--- config.mk ---
export PLATFORM = sky130hd
export DESIGN_NAME = spv_note
export DESIGN_NICKNAME = d
export VERILOG_FILES = /design/src/rtl/spv_pkg.sv /design/src/rtl/spv_note.sv
export SDC_FILE = /design/constraint.sdc
export NUM_CORES = 1
export LEC_CHECK = 0
export BUFFER_PORTS_ARGS = -buffer_cell sky130_fd_sc_hd__buf_2
export CORE_MARGIN = 4
export CORE_UTILIZATION = 37
export DETAILED_ROUTE_END_ITERATION = 6
export SYNTH_ARGS = -nofsm -noshare
export SYNTH_HDL_FRONTEND = slang
export SYNTH_SLANG_ARGS = --single-unit
--- constraint.sdc ---
create_clock -name vclk -period 6.4
set_clock_uncertainty 0.05 [all_clocks]
set_input_delay 1.28 -clock vclk [all_inputs]
set_output_delay 1.28 -clock vclk [all_outputs]
set_load 0.005 [all_outputs]
--- src/rtl/spv_pkg.sv ---
// ----------------------------------------------------------------------------
// Sample playback voice package
// Request and register codes, pitch and velocity tables, and the datapath
// control word that passes between the voice controller and the mixer.
// ----------------------------------------------------------------------------
package spv_pkg;

  localparam logic [1:0] REQ_LOAD     = 2'd0;
  localparam logic [1:0] REQ_NOTE_ON  = 2'd1;
  localparam logic [1:0] REQ_NOTE_OFF = 2'd2;
  localparam logic [1:0] REQ_TICK     = 2'd3;

  localparam logic [1:0] CFG_LOOP_MODE     = 2'd0;
  localparam logic [1:0] CFG_VOLUME        = 2'd1;
  localparam logic [1:0] CFG_SAMPLE_LENGTH = 2'd2;

  localparam logic [15:0] UNITY_GAIN = 16'd32768;

  typedef logic [16:0] semitone_tbl_t [12];
  typedef logic [15:0] gain_tbl_t [128];

  localparam semitone_tbl_t SEMITONE_Q16 = '{
    17'd65536, 17'd69433, 17'd73562, 17'd77936, 17'd82570, 17'd87480,
    17'd92682, 17'd98193, 17'd104032, 17'd110218, 17'd116772, 17'd123715
  };

  function automatic gain_tbl_t build_gain_table();
    gain_tbl_t tbl;
    for (int i = 0; i < 128; i++) begin
      tbl[i] = 16'((i * 32768 + 63) / 127);
    end
    return tbl;
  endfunction

  localparam gain_tbl_t VELOCITY_GAIN = build_gain_table();

  typedef struct packed {
    logic ld_product;
    logic ld_scaled;
  } spv_ctl_t;

endpackage

--- src/rtl/spv_note.sv ---
// ----------------------------------------------------------------------------
// Note-on decoder
// Derives the fractional phase step from the note number and the Q1.15
// velocity gain from the velocity.
// ----------------------------------------------------------------------------
module spv_note import spv_pkg::*; #(
  parameter int FRAC_BITS = 16
) (
  input  logic [6:0]           note,
  input  logic [6:0]           velocity,
  output logic [FRAC_BITS+5:0] step,
  output logic [15:0]          gain
);

  localparam int TW = FRAC_BITS + 22;

  logic [3:0]    octave;
  logic [6:0]    semi_full;
  logic [3:0]    semi;
  logic [4:0]    shift_amt;
  logic [TW-1:0] scaled;
  logic [TW-1:0] shifted;
  logic [TW-1:0] rounded;

  always_comb begin
    octave = 4'd0;
    for (int k = 1; k <= 10; k++) begin
      if (note >= 7'(12 * k)) begin
        octave = 4'(k);
      end
    end
  end

  assign semi_full = note - (7'(octave) * 7'd12);
  assign semi      = semi_full[3:0];
  assign shift_amt = 5'd25 - 5'(octave);
  assign scaled    = TW'(SEMITONE_Q16[semi]) << (FRAC_BITS + 5);
  assign shifted   = scaled >> shift_amt;
  assign rounded   = (shifted + TW'(1)) >> 1;
  assign step      = rounded[FRAC_BITS+5:0];
  assign gain      = VELOCITY_GAIN[velocity];

endmodule

# [Yosys cells after proc, flatten, opt, wreduce, memory -nomap -nowiden]
# Memories as Yosys holds them, arrays and structs flattened.
# Index checks and enable logic that the tools add are counted.
[word_totals] reg_bits=0 mem_bits_ro=2320 n_memories=2 elab_cells=35 out_inout_bits=38 in_bits=14
[classes] n_bitwise=2 magnitude_cmp=12 n_shift=1 n_mul=1 muxes=14 n_addsub=3
[mem_list] memory="(name not given)" depth=128 word_bits=16 read_ports=1 rd_clocked_by_memory_dff=0 write_ports=0 line_no="spv_note.sv:41" text="assign gain = VELOCITY_GAIN[velocity];"
[mem_list] memory="(name not given)" depth=16 word_bits=17 read_ports=1 rd_clocked_by_memory_dff=0 write_ports=0 line_no="spv_note.sv:37" text="assign scaled = TW'(SEMITONE_Q16[semi]) << (FRAC_BITS + 5);"
[op_table] cell="$shr A38 B5 Y23" count=1
[op_table] cell="$ge A7 B7 Y1 const B" count=5
[op_table] cell="$mux W17" count=2
[op_table] cell="$mux W16" count=2
[op_table] cell="$mux W4" count=7
[op_table] cell="$add A23 B1 Y23 const B" count=1
[op_table] cell="$ge A7 B6 Y1 const B" count=3
[op_table] cell="$ge A8 B8 Y1 const B" count=1
[op_table] cell="$not A7 Y8" count=1
[op_table] cell="$ge A7 B4 Y1 const B" count=1
[op_table] cell="$ge A7 B5 Y1 const B" count=1
[op_table] cell="$ge A5 B5 Y1 const B" count=1
[op_table] cell="$not A4 Y5" count=1
[op_table] cell="$sub A5 B4 Y5 const A" count=1
[op_table] cell="$mul A4 B2 Y2 const B" count=1
[op_table] cell="$mux W2" count=2
[op_table] cell="$sub A4 B4 Y4" count=1
[op_table] cell="$mux W1" count=1

# [Longest topological paths before layout]
[depth] word_depth=19 mapped_depth=21

# [Worst setup path after synthesis]
# OpenSTA, ideal clock, no wires.
[synth_timing] kind="input port to output port" start="input note[6]" end="output step[9]" path_slack_ns=0.031 t_arrival_ns=5.039 n_path_buf=3 required_ns=5.070 path_stages=20 cell_sequence="buf_6 > nor2b_4 > mux2i_1 > o211ai_1 > inv_2 > buf_1 > ha_1 > xor3_1 > buf_2 > o211ai_1 > o21ai_1 > o41ai_2 > a31o_2 > o21ai_0 > o32ai_1 > and2_1 > ha_1 > nand3_1 > nand4bb_1 > o31ai_1"
[synth_via] elab_chain_cells=19 elab_cells_between_ends=29 classes_between="3 x add/sub; 1 x mul; 10 x order compare; 1 x shift; 12 x mux; 1 x bitwise; 1 x memory"
[synth_rtl] element="start: declaration" line_no="spv_note.sv:9" text="input logic [6:0] note,"
[synth_rtl] element="$ge A7 B4 Y1" line_no="spv_note.sv:28" text="if (note >= 7'(12 * k)) begin"
[synth_rtl] element="$mux W1" line_no="spv_note.sv:28"
[synth_rtl] element="$mux W2 (2 in series)" line_no="spv_note.sv:28"
[synth_rtl] element="$mux W4 (6 in series)" line_no="spv_note.sv:28"
[synth_rtl] element="$mux W4 (*)" line_no="spv_note.sv:28"
[synth_rtl] element="$mul A4 B2 Y2" line_no="spv_note.sv:34" text="assign semi_full = note - (7'(octave) * 7'd12);"
[synth_rtl] element="$sub A4 B4 Y4" line_no="spv_note.sv:34"
[synth_rtl] element="$not A4 Y5 (implied by the code)" line_no="spv_note.sv:37"
[synth_rtl] element="$mem_v2 Z16 W17"
[synth_rtl] element="$mux W17 (implied by the code) (2 in series)" line_no="spv_note.sv:37"
[synth_rtl] element="$shr A38 B5 Y23 (*)" line_no="spv_note.sv:38" text="assign shifted = scaled >> shift_amt;"
[synth_rtl] element="$add A23 B1 Y23 (*)" line_no="spv_note.sv:39" text="assign rounded = (shifted + TW'(1)) >> 1;"
[synth_rtl] element="end: declaration" line_no="spv_note.sv:11" text="output logic [FRAC_BITS+5:0] step,"
# Every way passes the cells marked *; elsewhere a longest branch is shown, timed or not. The select of a mux whose other input is x is not followed.

# [Worst setup path in the final report]
[layout_timing] start="input note[5]" end="output step[6]"
# The elaborated chain is that of the path after synthesis.

==> flow_summary.toml <==
[detailed_routing]
drc_errors = 0
vias = 3111
viasPerCell = 5.88
routedWlPerCell_um = 16.2
dr.pass1.iters = 5
ant_nets = 0
drt-total-wl_um = 8550
drt_iter0_markers = 317

[global_routing]
antenna_found_initial = 0
grt_usage = 0.207
grt_pass1_vias = 2814
grt_util_met2 = 0.367
grt_first_pass_wirelength_um = 13300
use_met3 = 0.0132
busiest_layer = "met2"
grt-ovfl-total = 0
grtUsageMet1 = 0.278
grt_start_max_net_pins = 28

[layout]
regArea_um2 = 0
seq_cells = 0
area.growth.synth_to_final_pct = 42.8
diodes = 0
post_route_cells_drive_above_1_share = 0.414
final_util = 0.555
nClkBuffers = 0
nets = 483
fillers = 587

[floorplanning]
die_x_um = 87.5
start_util = 0.388
rows = 28
die_y_um = 87.5
core_region_area_um2 = 6030
die-area_um2 = 7660
ios = 52

[logic_synthesis]
avgSynthCellArea_um2 = 6.67
synth_cells = 351
synth_area_um2 = 2340
synth_most_common_cell = "nand2_1"
synth_area_leader_cell = "ha_1"
ys_warn_count = 0
yosysSeqAreaShare = 0
netlist_top_cells_count = "nand2_1 (41), nor2_1 (40), a21oi_1 (26)"
synth_cell_types = 82
syn-num-nets = 378
synth_area_leaders = "ha_1 (7.0%), nand2_1 (6.6%), nor2_1 (6.4%)"
yosysTopAreaCellShare = 0.0695

[worst_setup_path]
worstPathArrival_ns = 5.05
end_kind = "output port"
crit_path_max_fanout = 8
worstPathRequired_ns = 5.07
critPathKind = "primary input to output port"
start_kind = "primary input"

[run]
cap_violations = 0

[place]
dp_slack_ns = -0.167
dp_hpwl_um = 6290
io_buffers = 52
place_congestion = 0.918

[sta]
setup_tns_ns = 0
worst_slew_pin_slew_ns = 0.812
min_period_ns = 6.38
fin_hold_ws_ns = 2.81
rsz0062_at_grt = "true"
hold_viol = 0
fmax_mhz = 157
setup_slack_ns = 0.0236
setup_viol = 0
max_slew_margin = 0.459
fin_crit_sh = 0.996
slew_violations = 0

[min_path]
hp-class = "primary input to output port"
hold_end = "gain[0]"
hold_start = "velocity[6]"
timing.hold.worst_path_depth = 3

[status]
status = "finished clean"

[pwr]
ir_worst_vdd_mv = 0.0987
leakage_nw = 1.58
power_density_nw_per_um2 = 242
power_w = 0.000810
[logic make-up (layout without fill, tap and decap cells)]
group           count (synthesis)  count (layout)  share of synthesized area
compound gates                124             124                      0.380
xor+xnor                       14              15                     0.0711
fa+ha+maj                      13              13                     0.0695
buf+inv                        41             143                     0.0941
mux                            16              16                     0.0717
simple gates                  143             143                      0.314
[critical path, cell delays in order]
cell	delay [ns]
buf_12	0.12
nor2b_4	0.12
mux2_4	0.28
o21a_4	0.23
nor2_4	0.09
inv_2	0.06
ha_4	0.25
xor3_2	0.47
a21oi_2	0.20
o21bai_1	0.14
nand3_1	0.12
o211ai_1	0.24
o21bai_4	0.14
o32ai_4	0.30
buf_6	0.15
nand2_4	0.04
or4_4	0.54
xnor2_2	0.15
buf_2	0.12
[layer usage]
metal | up-vias | share of wire
li1 | 1508 | -
met1 | 1464 | 0.44
met2 | 127 | 0.49
met3 | 12 | 0.054
met4 | 0 | 0.011
met5 | - | 0
[where the power goes]
part           leakage (nW)  internal, W  total (W)  switching [W]
registers                 0            0          0              0
logic                  1.58     0.000396   0.000810       0.000414
clock network             0            0          0              0
[per-stage QoR]
| stage | cell area [µm²] | cells |
|---|---|---|
| 2_1_floorplan | 2340 | 351 |
| 3_3_place_gp | 3030 | 517 |
| 3_5_place_dp | 3030 | 517 |
| 4_1_cts | 3150 | 523 |
| 5_1_grt | 3340 | 529 |
| 6_report | 3340 | 529 |
[layout make-up]
class | count | area [µm²] | share of cell area
multi-input cells | 311 | 2320 | 0.695
repair buffers | 131 | 881 | 0.264
well taps | 75 | 93.8 | 0.0281
inverters | 12 | 45.0 | 0.0135
[how the worst max path moves through the flow]
| stage | startpoint | to | slack [ns] | depth (start not counted) |
|---|---|---|---|---|
| global route | note[5] | step[6] | -0.12 | 19 |
| CTS | note[6] | step[6] | 0.01 | 21 |
| floorplan | note[6] | step[9] | 0.03 | 20 |
| detailed placement | note[5] | step[9] | -0.17 | 20 |
| finish | note[5] | step[6] | 0.02 | 19 |
| global placement | note[5] | step[6] | -0.12 | 19 |
[repair_timing]
action	in CTS	in global routing
cloned	1	0
setup endpoints to repair	6	7
pin swaps	8	19
endpoints found under the hold margin	0	0
gates resized for setup	15	30
buffers inserted	5	6
hold buffers	0	0
[placed cells by master, fill, tap and decap left out, types with 3 or more instances in the layout]
cell type,n
buf_4,79
buf_2,49
nand2_1,40
nor2_1,39
a21oi_1,22
o21ai_0,17
nand3_1,17
mux2i_1,11
ha_1,10
nor3_1,9
inv_1,8
o22ai_1,8
xnor2_1,5
xor2_1,5
a31oi_1,5
o21ai_1,5
a21o_1,5
a22o_1,5
and2_1,4
a21boi_0,4
o21a_1,4
a21oi_2,4
a211oi_1,4
and3_1,3
o211ai_1,3
inv_2,3
o21ai_2,3
a211o_1,3
o31ai_1,3
ha_4,3
(Power assumes the default switching activity.)
