===== src/rtl/spv_pkg.sv =====
// ----------------------------------------------------------------------------
// Sample playback voice package
// Request and register codes, pitch and velocity tables, and the datapath
// control word that passes between the voice controller and the mixer.
// ----------------------------------------------------------------------------
package spv_pkg;

  localparam logic [1:0] REQ_LOAD     = 2'd0;
  localparam logic [1:0] REQ_NOTE_ON  = 2'd1;
  localparam logic [1:0] REQ_NOTE_OFF = 2'd2;
  localparam logic [1:0] REQ_TICK     = 2'd3;

  localparam logic [1:0] CFG_LOOP_MODE     = 2'd0;
  localparam logic [1:0] CFG_VOLUME        = 2'd1;
  localparam logic [1:0] CFG_SAMPLE_LENGTH = 2'd2;

  localparam logic [15:0] UNITY_GAIN = 16'd32768;

  typedef logic [16:0] semitone_tbl_t [12];
  typedef logic [15:0] gain_tbl_t [128];

  localparam semitone_tbl_t SEMITONE_Q16 = '{
    17'd65536, 17'd69433, 17'd73562, 17'd77936, 17'd82570, 17'd87480,
    17'd92682, 17'd98193, 17'd104032, 17'd110218, 17'd116772, 17'd123715
  };

  function automatic gain_tbl_t build_gain_table();
    gain_tbl_t tbl;
    for (int i = 0; i < 128; i++) begin
      tbl[i] = 16'((i * 32768 + 63) / 127);
    end
    return tbl;
  endfunction

  localparam gain_tbl_t VELOCITY_GAIN = build_gain_table();

  typedef struct packed {
    logic ld_product;
    logic ld_scaled;
  } spv_ctl_t;

endpackage


===== src/rtl/spv_mix.sv =====
// ----------------------------------------------------------------------------
// Voice mixer datapath
// Two registered multiplies (sample by gain, then by volume), rounding and
// a saturating add onto the incoming mix sample.
// ----------------------------------------------------------------------------
module spv_mix import spv_pkg::*; #(
  parameter int SAMPLE_BITS = 16
) (
  input  logic                          clk,
  input  spv_ctl_t                      ctl,
  input  logic signed [SAMPLE_BITS-1:0] word,
  input  logic [15:0]                   gain,
  input  logic [15:0]                   volume,
  input  logic signed [15:0]            mix_val,
  input  logic                          play,
  output logic signed [15:0]            mixed_sum
);

  localparam int P1W = SAMPLE_BITS + 17;
  localparam int P2W = SAMPLE_BITS + 34;
  localparam int SH  = SAMPLE_BITS + 14;
  localparam logic signed [P2W-1:0] HALF = P2W'(1) << (SH - 1);

  logic signed [P1W-1:0] product;
  logic signed [P2W-1:0] scaled;
  logic [15:0]           vol_clamped;
  logic signed [P2W-1:0] shifted;
  logic signed [16:0]    contrib;
  logic signed [17:0]    sum;

  assign vol_clamped = (volume > UNITY_GAIN) ? UNITY_GAIN : volume;

  always_ff @(posedge clk) begin
    if (ctl.ld_product) begin
      product <= word * $signed({1'b0, gain});
    end
    if (ctl.ld_scaled) begin
      scaled <= product * $signed({1'b0, vol_clamped});
    end
  end

  assign shifted = (scaled + HALF) >>> SH;
  assign contrib = play ? shifted[16:0] : 17'sd0;
  assign sum     = $signed({{2{mix_val[15]}}, mix_val}) + $signed({contrib[16], contrib});

  always_comb begin
    priority if (sum > 18'sd32767) begin
      mixed_sum = 16'sh7fff;
    end else if (sum < -18'sd32768) begin
      mixed_sum = 16'sh8000;
    end else begin
      mixed_sum = sum[15:0];
    end
  end

endmodule


===== config.mk =====
export PLATFORM = sky130hd
export DESIGN_NAME = spv_mix
export DESIGN_NICKNAME = d
export VERILOG_FILES = /design/src/rtl/spv_pkg.sv /design/src/rtl/spv_mix.sv
export SDC_FILE = /design/constraint.sdc
export NUM_CORES = 2
export LEC_CHECK = 0
export ABC_AREA = 1
export BUFFER_PORTS_ARGS = -buffer_cell sky130_fd_sc_hd__clkbuf_2
export CAP_MARGIN = 25
export CORE_MARGIN = 2
export CORE_UTILIZATION = 30
export CTS_BUF_LIST = sky130_fd_sc_hd__clkbuf_4
export CTS_CLUSTER_SIZE = 20
export DETAILED_ROUTE_END_ITERATION = 10
export HOLD_SLACK_MARGIN = 0.1
export PLACE_DENSITY_LB_ADDON = 0.1
export REMOVE_ABC_BUFFERS = 1
export SLEW_MARGIN = 20
export SYNTH_ARGS = -nofsm -noshare
export SYNTH_HDL_FRONTEND = slang
export SYNTH_SLANG_ARGS = --single-unit

===== constraint.sdc =====
create_clock -name clk -period 10.9 [get_ports clk]
set_input_delay 1.635 -clock clk [delete_from_list [all_inputs] [get_ports clk]]
set_output_delay 1.635 -clock clk [all_outputs]
set_load 0.05 [all_outputs]

* After elaboration in Yosys (flattened, before gate mapping)
Index checks and enable logic that the tools add are counted.
** Cells by class
- Bitwise logic cells :: 0
- Shift-type cells :: 0
- $add $sub $neg :: 2
- Reductions and logical operators :: 0
- $mul :: 2
- Muxes and demuxes :: 4
- Order comparisons :: 3
- Equality and inequality tests :: 0
- Divide/modulo/power cells :: 0
** Operators with widths (count)
- 16-bit two-way mux :: 3
- 47-bit by 31-bit adder with 47-bit output (second input constant) :: 1
- 33-bit by 17-bit multiplier with 47-bit output :: 1
- 16-bit by 17-bit multiplier with 33-bit output :: 1
- 16-bit by 17-bit adder with 18-bit output :: 1
- 18-bit by 16-bit greater-than comparator with 1-bit output (second input constant) :: 1
- 18-bit by 16-bit < comparator with 1-bit output (second input constant) :: 1
- 17-bit two-way mux :: 1
- 16-bit greater-than comparator (second input constant) :: 1
** Storage, ports and cells
- Bits in registers :: 80
- Memories :: 0
- Bits in read-only memories :: 0
- Latch bits :: 0
- Bits of input ports :: 68
- Output and inout bits :: 16
- Bits in writable memories :: 0

* Logic depth before layout (Yosys ltp)
- Word-level depth :: 6
- Mapped depth :: 36

* Least setup slack after synthesis
Ideal clock, no wire load.
- Path kind :: input to register
- From :: in volume[10]
- To :: reg scaled[45] (data pin)
- Buffers on the path :: 2
- Slack :: 3.362 ns
- Data arrival time :: 7.285 ns
- Stages :: 29
- Path through :: inv_2 -> nand4_1 -> nor4_1 -> and2_1 -> nand2_1 -> nand2_2 -> buf_6 -> nand2_2 -> inv_2 -> buf_4 -> nand2_1 -> fa_1 -> fa_1 -> inv_1 -> fa_1 -> inv_1 -> fa_1 -> inv_1 -> fa_1 -> fa_1 -> ha_1 -> inv_1 -> nor3_1 -> and2_1 -> nand2_1 -> nor3_1 -> nand2_1 -> nand4_1 -> nand2_1
** Between the ends
- Word-level cells in the longest chain between the ends :: 3
** RTL lines
- start, declared :: line spv_mix.sv:13 : input logic [15:0] volume,
- 16-bit greater-than comparator :: line spv_mix.sv:31 : assign vol_clamped = (volume > UNITY_GAIN) ? UNITY_GAIN : volume;
- 16-bit two-way mux * :: line spv_mix.sv:31
- 33-bit by 17-bit multiplier with 47-bit output * :: line spv_mix.sv:38 : scaled <= product * $signed({1'b0, vol_clamped});
- end signal, assigned :: line spv_mix.sv:38
- end, declared :: line spv_mix.sv:25 : logic signed [P2W-1:0] scaled;
Every way passes the cells marked *; elsewhere a longest branch is shown, timed or not.
A chain may end at the register's enable or synchronous reset.

* Worst setup path in the final report
- From :: in volume[14]
- To :: reg scaled[36] (data pin)
The elaborated chain is that of the path after synthesis.

==> PnR_summary.wiki <==
{| class="wikitable"
! Metric !! Value
|-
| Min-Delay Path Class || flip-flop to flip-flop
|-
| Area after detailed placement || 32200 µm²
|-
| Half-perimeter wire length after placement || a little over 80 mm
|-
| CP top delay family || adder cells
|-
| Portion of the post-synthesis area used by sequential elements || under 10%
|-
| Detail Route Antenna Nets || 0
|-
| Flip-flop and latch count after synthesis || 51
|-
| Number of standard cells in the final layout excluding fillers || 5298
|-
| Total number of vias || 23704
|-
| Clock input transition at the sequential cells of the worst setup and hold paths || about 0.24 ns
|-
| Avg Cell Area, Syn || around 7.7 µm²
|-
| Chip width || about 320 µm
|-
| RD Place Congestion || slightly below 0.9
|-
| Boundary Pins || 84
|-
| Area of the die || roughly 100000 µm²
|-
| WL final || ~96 mm
|-
| Adder-cell share of the synthesized area || 54.7%
|-
| Share of the synthesized netlist area taken by xor and xnor gates || 1.55%
|-
| Sum of negative setup slack || 0 ns
|-
| Most frequently used cell type in the post-synthesis netlist || inv_1
|-
| Master cell of the clock root buffer || clkbuf_4
|-
| Number of buffer and inverter instances along the worst setup path || 6
|-
| Number of buffers added on ports || a little over 80
|-
| Clock Skew || roughly 0.047 ns
|-
| Gate count of the mapped netlist || about 4000
|-
| Most used standard cells in the synthesized netlist || inv_1, nand2_1, fa_1
|-
| Fraction of layout instances using a drive strength above 1 || 4.14%
|-
| Number of buffers inserted to repair setup after CTS || 0
|-
| Top area cells in the synthesized netlist || fa_1, inv_1, nand2_1, ha_1, edfxtp_1
|-
| Inserted Clock Buffers || 5
|-
| First-pass GRT wire length || around 150 mm
|-
| Setup crit start kind || input pin
|-
| Setup repair after global routing missed its margin || false
|-
| Required time worst endpoint || between 10 and 15 ns
|-
| Multi-input gate area || ~24000 µm²
|-
| Cell type with the highest aggregate area in the netlist || fa_1
|-
| Delay of the slowest cell on the worst path || 0.66 ns
|-
| Average wire per standard cell || around 18 µm
|-
| Leftover overflow at the end of global routing || 0
|-
| Maximum number of pins on one net before global-route repair || 34
|-
| Starting utilization of the core area || just over 30%
|-
| Worst Path Class, Setup || input pin to flip-flop
|-
| Global-route usage over all layers || between 10% and 20%
|-
| Number of endpoints with negative hold slack in the final report || 0
|-
| Launching element of the worst setup path || volume[14]
|-
| Final number of setup-violating endpoints || 0
|-
| CTS tree || built
|-
| Largest fanout on the critical path || 18
|-
| Launch instance of the worst register-to-register path || product[32]$_DFFE_PP_
|-
| Number of placed instances with taps included || ~5300
|-
| Share of async-settable or async-resettable flops after synthesis || 0%
|-
| Number of clock sinks || 51
|-
| Bufs on Longest Clock Path || 2
|-
| Period Utilization, post-route || about four fifths
|-
| Worst slew pin tran || 1.02 ns
|-
| Met1 global-route usage || between 20% and 30%
|-
| Die Span Y || between 300 and 400 µm
|-
| Synthesized-area fraction occupied by and/or/nand/nor cells || between 10% and 20%
|-
| Minimum setup slack among reg-to-reg paths || 4.11 ns
|-
| Cell with the largest stage delay on the worst path || nor4_1
|-
| YS warnings || 0
|-
| Initial antenna violation count || 1
|-
| Data arrival time of the worst path || a little over 9 ns
|-
| Filler cell count in the final layout || about 11000
|-
| Max cap viols || 0
|-
| Hold bufs inserted after CTS || 0
|-
| Fraction of met2 tracks used by global routing || a little over a third
|-
| Dominant register cell in the synthesized netlist || edfxtp_1
|-
| Number of violations reported at the end of detailed-routing iteration 0 || 1112
|-
| Number of levels the H-tree was split into || 2
|-
| Slew Limit Headroom || between 30 and 40%
|-
| Endpoint class of the critical path || flip-flop
|-
| Number of vias per cell || 4.47
|-
| Result of the run || finished, final reports clean
|-
| Register cell area after layout || around 1500 µm²
|-
| Maximum clock frequency || approximately 110 MHz
|-
| Post-cts gate resize count || 0
|-
| Number of library cell types mapped by synthesis || 44
|-
| Largest family of logic cells by synthesized area || adder cells
|-
| Post-route DRC violation count || 0
|-
| Number of max-slew violations in the final report || 0
|-
| Share of synthesized area spent on multiplexers || 0%
|-
| Busiest grt layer || met2
|-
| Total iterations of the first detailed-routing run || 5
|-
| Share of the synthesized area in the top cell type || 44.4%
|-
| Clock latency reported for the late side of the worst-skew pair || 0.53 ns
|-
| Compound-Gate Fraction of Synth Area || 4.10%
|-
| Synthesis-to-finish area growth || 5.93%
|-
| EDFF count, synth || 51
|-
| Number of core rows || between 100 and 150
|-
| Net total in the final layout || a little under 5000
|-
| Fraction of met3 tracks used by global routing || 1.29%
|-
| Most used cell along the critical path || nand2_1
|-
| Vias in the first global route || around 26000
|-
| Mapped Area || 30500 µm²
|-
| Hold wc startpoint || product[0]$_DFFE_PP_
|-
| Min Clock Period, post-route || 8.89 ns
|-
| Core area || 100000 µm²
|-
| Post-route design area || roughly 32000 µm²
|}
## per-layer routing
layer | wire (µm) | part of all wire (%)
met5 | 0 | 0
met4 | 1680 | 1.7
met3 | 2560 | 2.7
met2 | 47800 | 50
met1 | 44200 | 46
## registers in the layout (all words and copies together) (netlist names)
| signal | flops |
|---|---|
| scaled | 18 |
| product | 33 |
## cells in the final DEF, fill, tap and decap left out, drive strengths merged, types with 2 or more instances in the layout
master  instances
xnor2          24
a21boi          6
clkbuf         88
ha            250
nand2         903
o21a            5
a31oi           6
xor2           30
or2            16
a21oi         118
nor2          395
nand4          34
o21bai         12
o21ai          73
nor3b           2
clkinv          7
inv          1108
a21o            6
edfxtp         51
nand3b          5
fa            676
nor3           24
buf            25
nand3          65
nor4            4
and2            3
## stage by stage
stage               hold slack, ns  utilization [%]  setup WS [ns]
finish                        1.66             32.1           2.01
global route                  1.68             32.1           1.59
CTS                           1.65             32.1           1.93
detailed placement            1.63             32.1           1.30
global placement              1.60             32.1           1.25
floorplan                     1.20                -           3.10
## worst register-to-register path: stages (launching register included)
cell and delay [ns]:
edfxtp_1 0.79, inv_1 0.35, nor2_1 0.27, inv_1 0.14, fa_1 0.77, fa_1 0.55
inv_1 0.24, fa_1 0.49, fa_1 0.49, fa_1 0.52, inv_1 0.05, fa_1 0.47
inv_1 0.04, ha_1 0.40, nand2_1 0.12, nor2_1 0.13, inv_1 0.07, nor2_1 0.15
nand3_1 0.16, nor2_1 0.18, nand2_1 0.11, nand4_1 0.08, nand2_1 0.06
## cell type report
cell class / count / area share [%]
multi-input combinational: 2661 / 75.0
inverter: 1112 / 12.9
tap: 1357 / 5.26
timing repair buffer: 108 / 1.87
clock buffer: 5 / 0.116
sequential: 51 / 4.74
clock inverter: 3 / 0.105
antenna: 1 / 0.00775
## kinds of logic after synthesis
logic type,Yosys count
AND/OR/NAND/NOR,1452
buffers and inverters,1245
adder cells (fa/ha/maj),926
AO/OA/AOI/OAI,229
XOR/XNOR,54
flip-flops,51
## worst paths after layout
kind,to,cells after the start
max,scaled[36]$_DFFE_PP_,29
min,scaled[37]$_DFFE_PP_,8
max reg2reg,scaled[44]$_DFFE_PP_,22
min reg2reg,scaled[37]$_DFFE_PP_,8
Power is not shown: default switching activity piles up to over one toggle a cycle in this logic, so the estimate is an artifact.
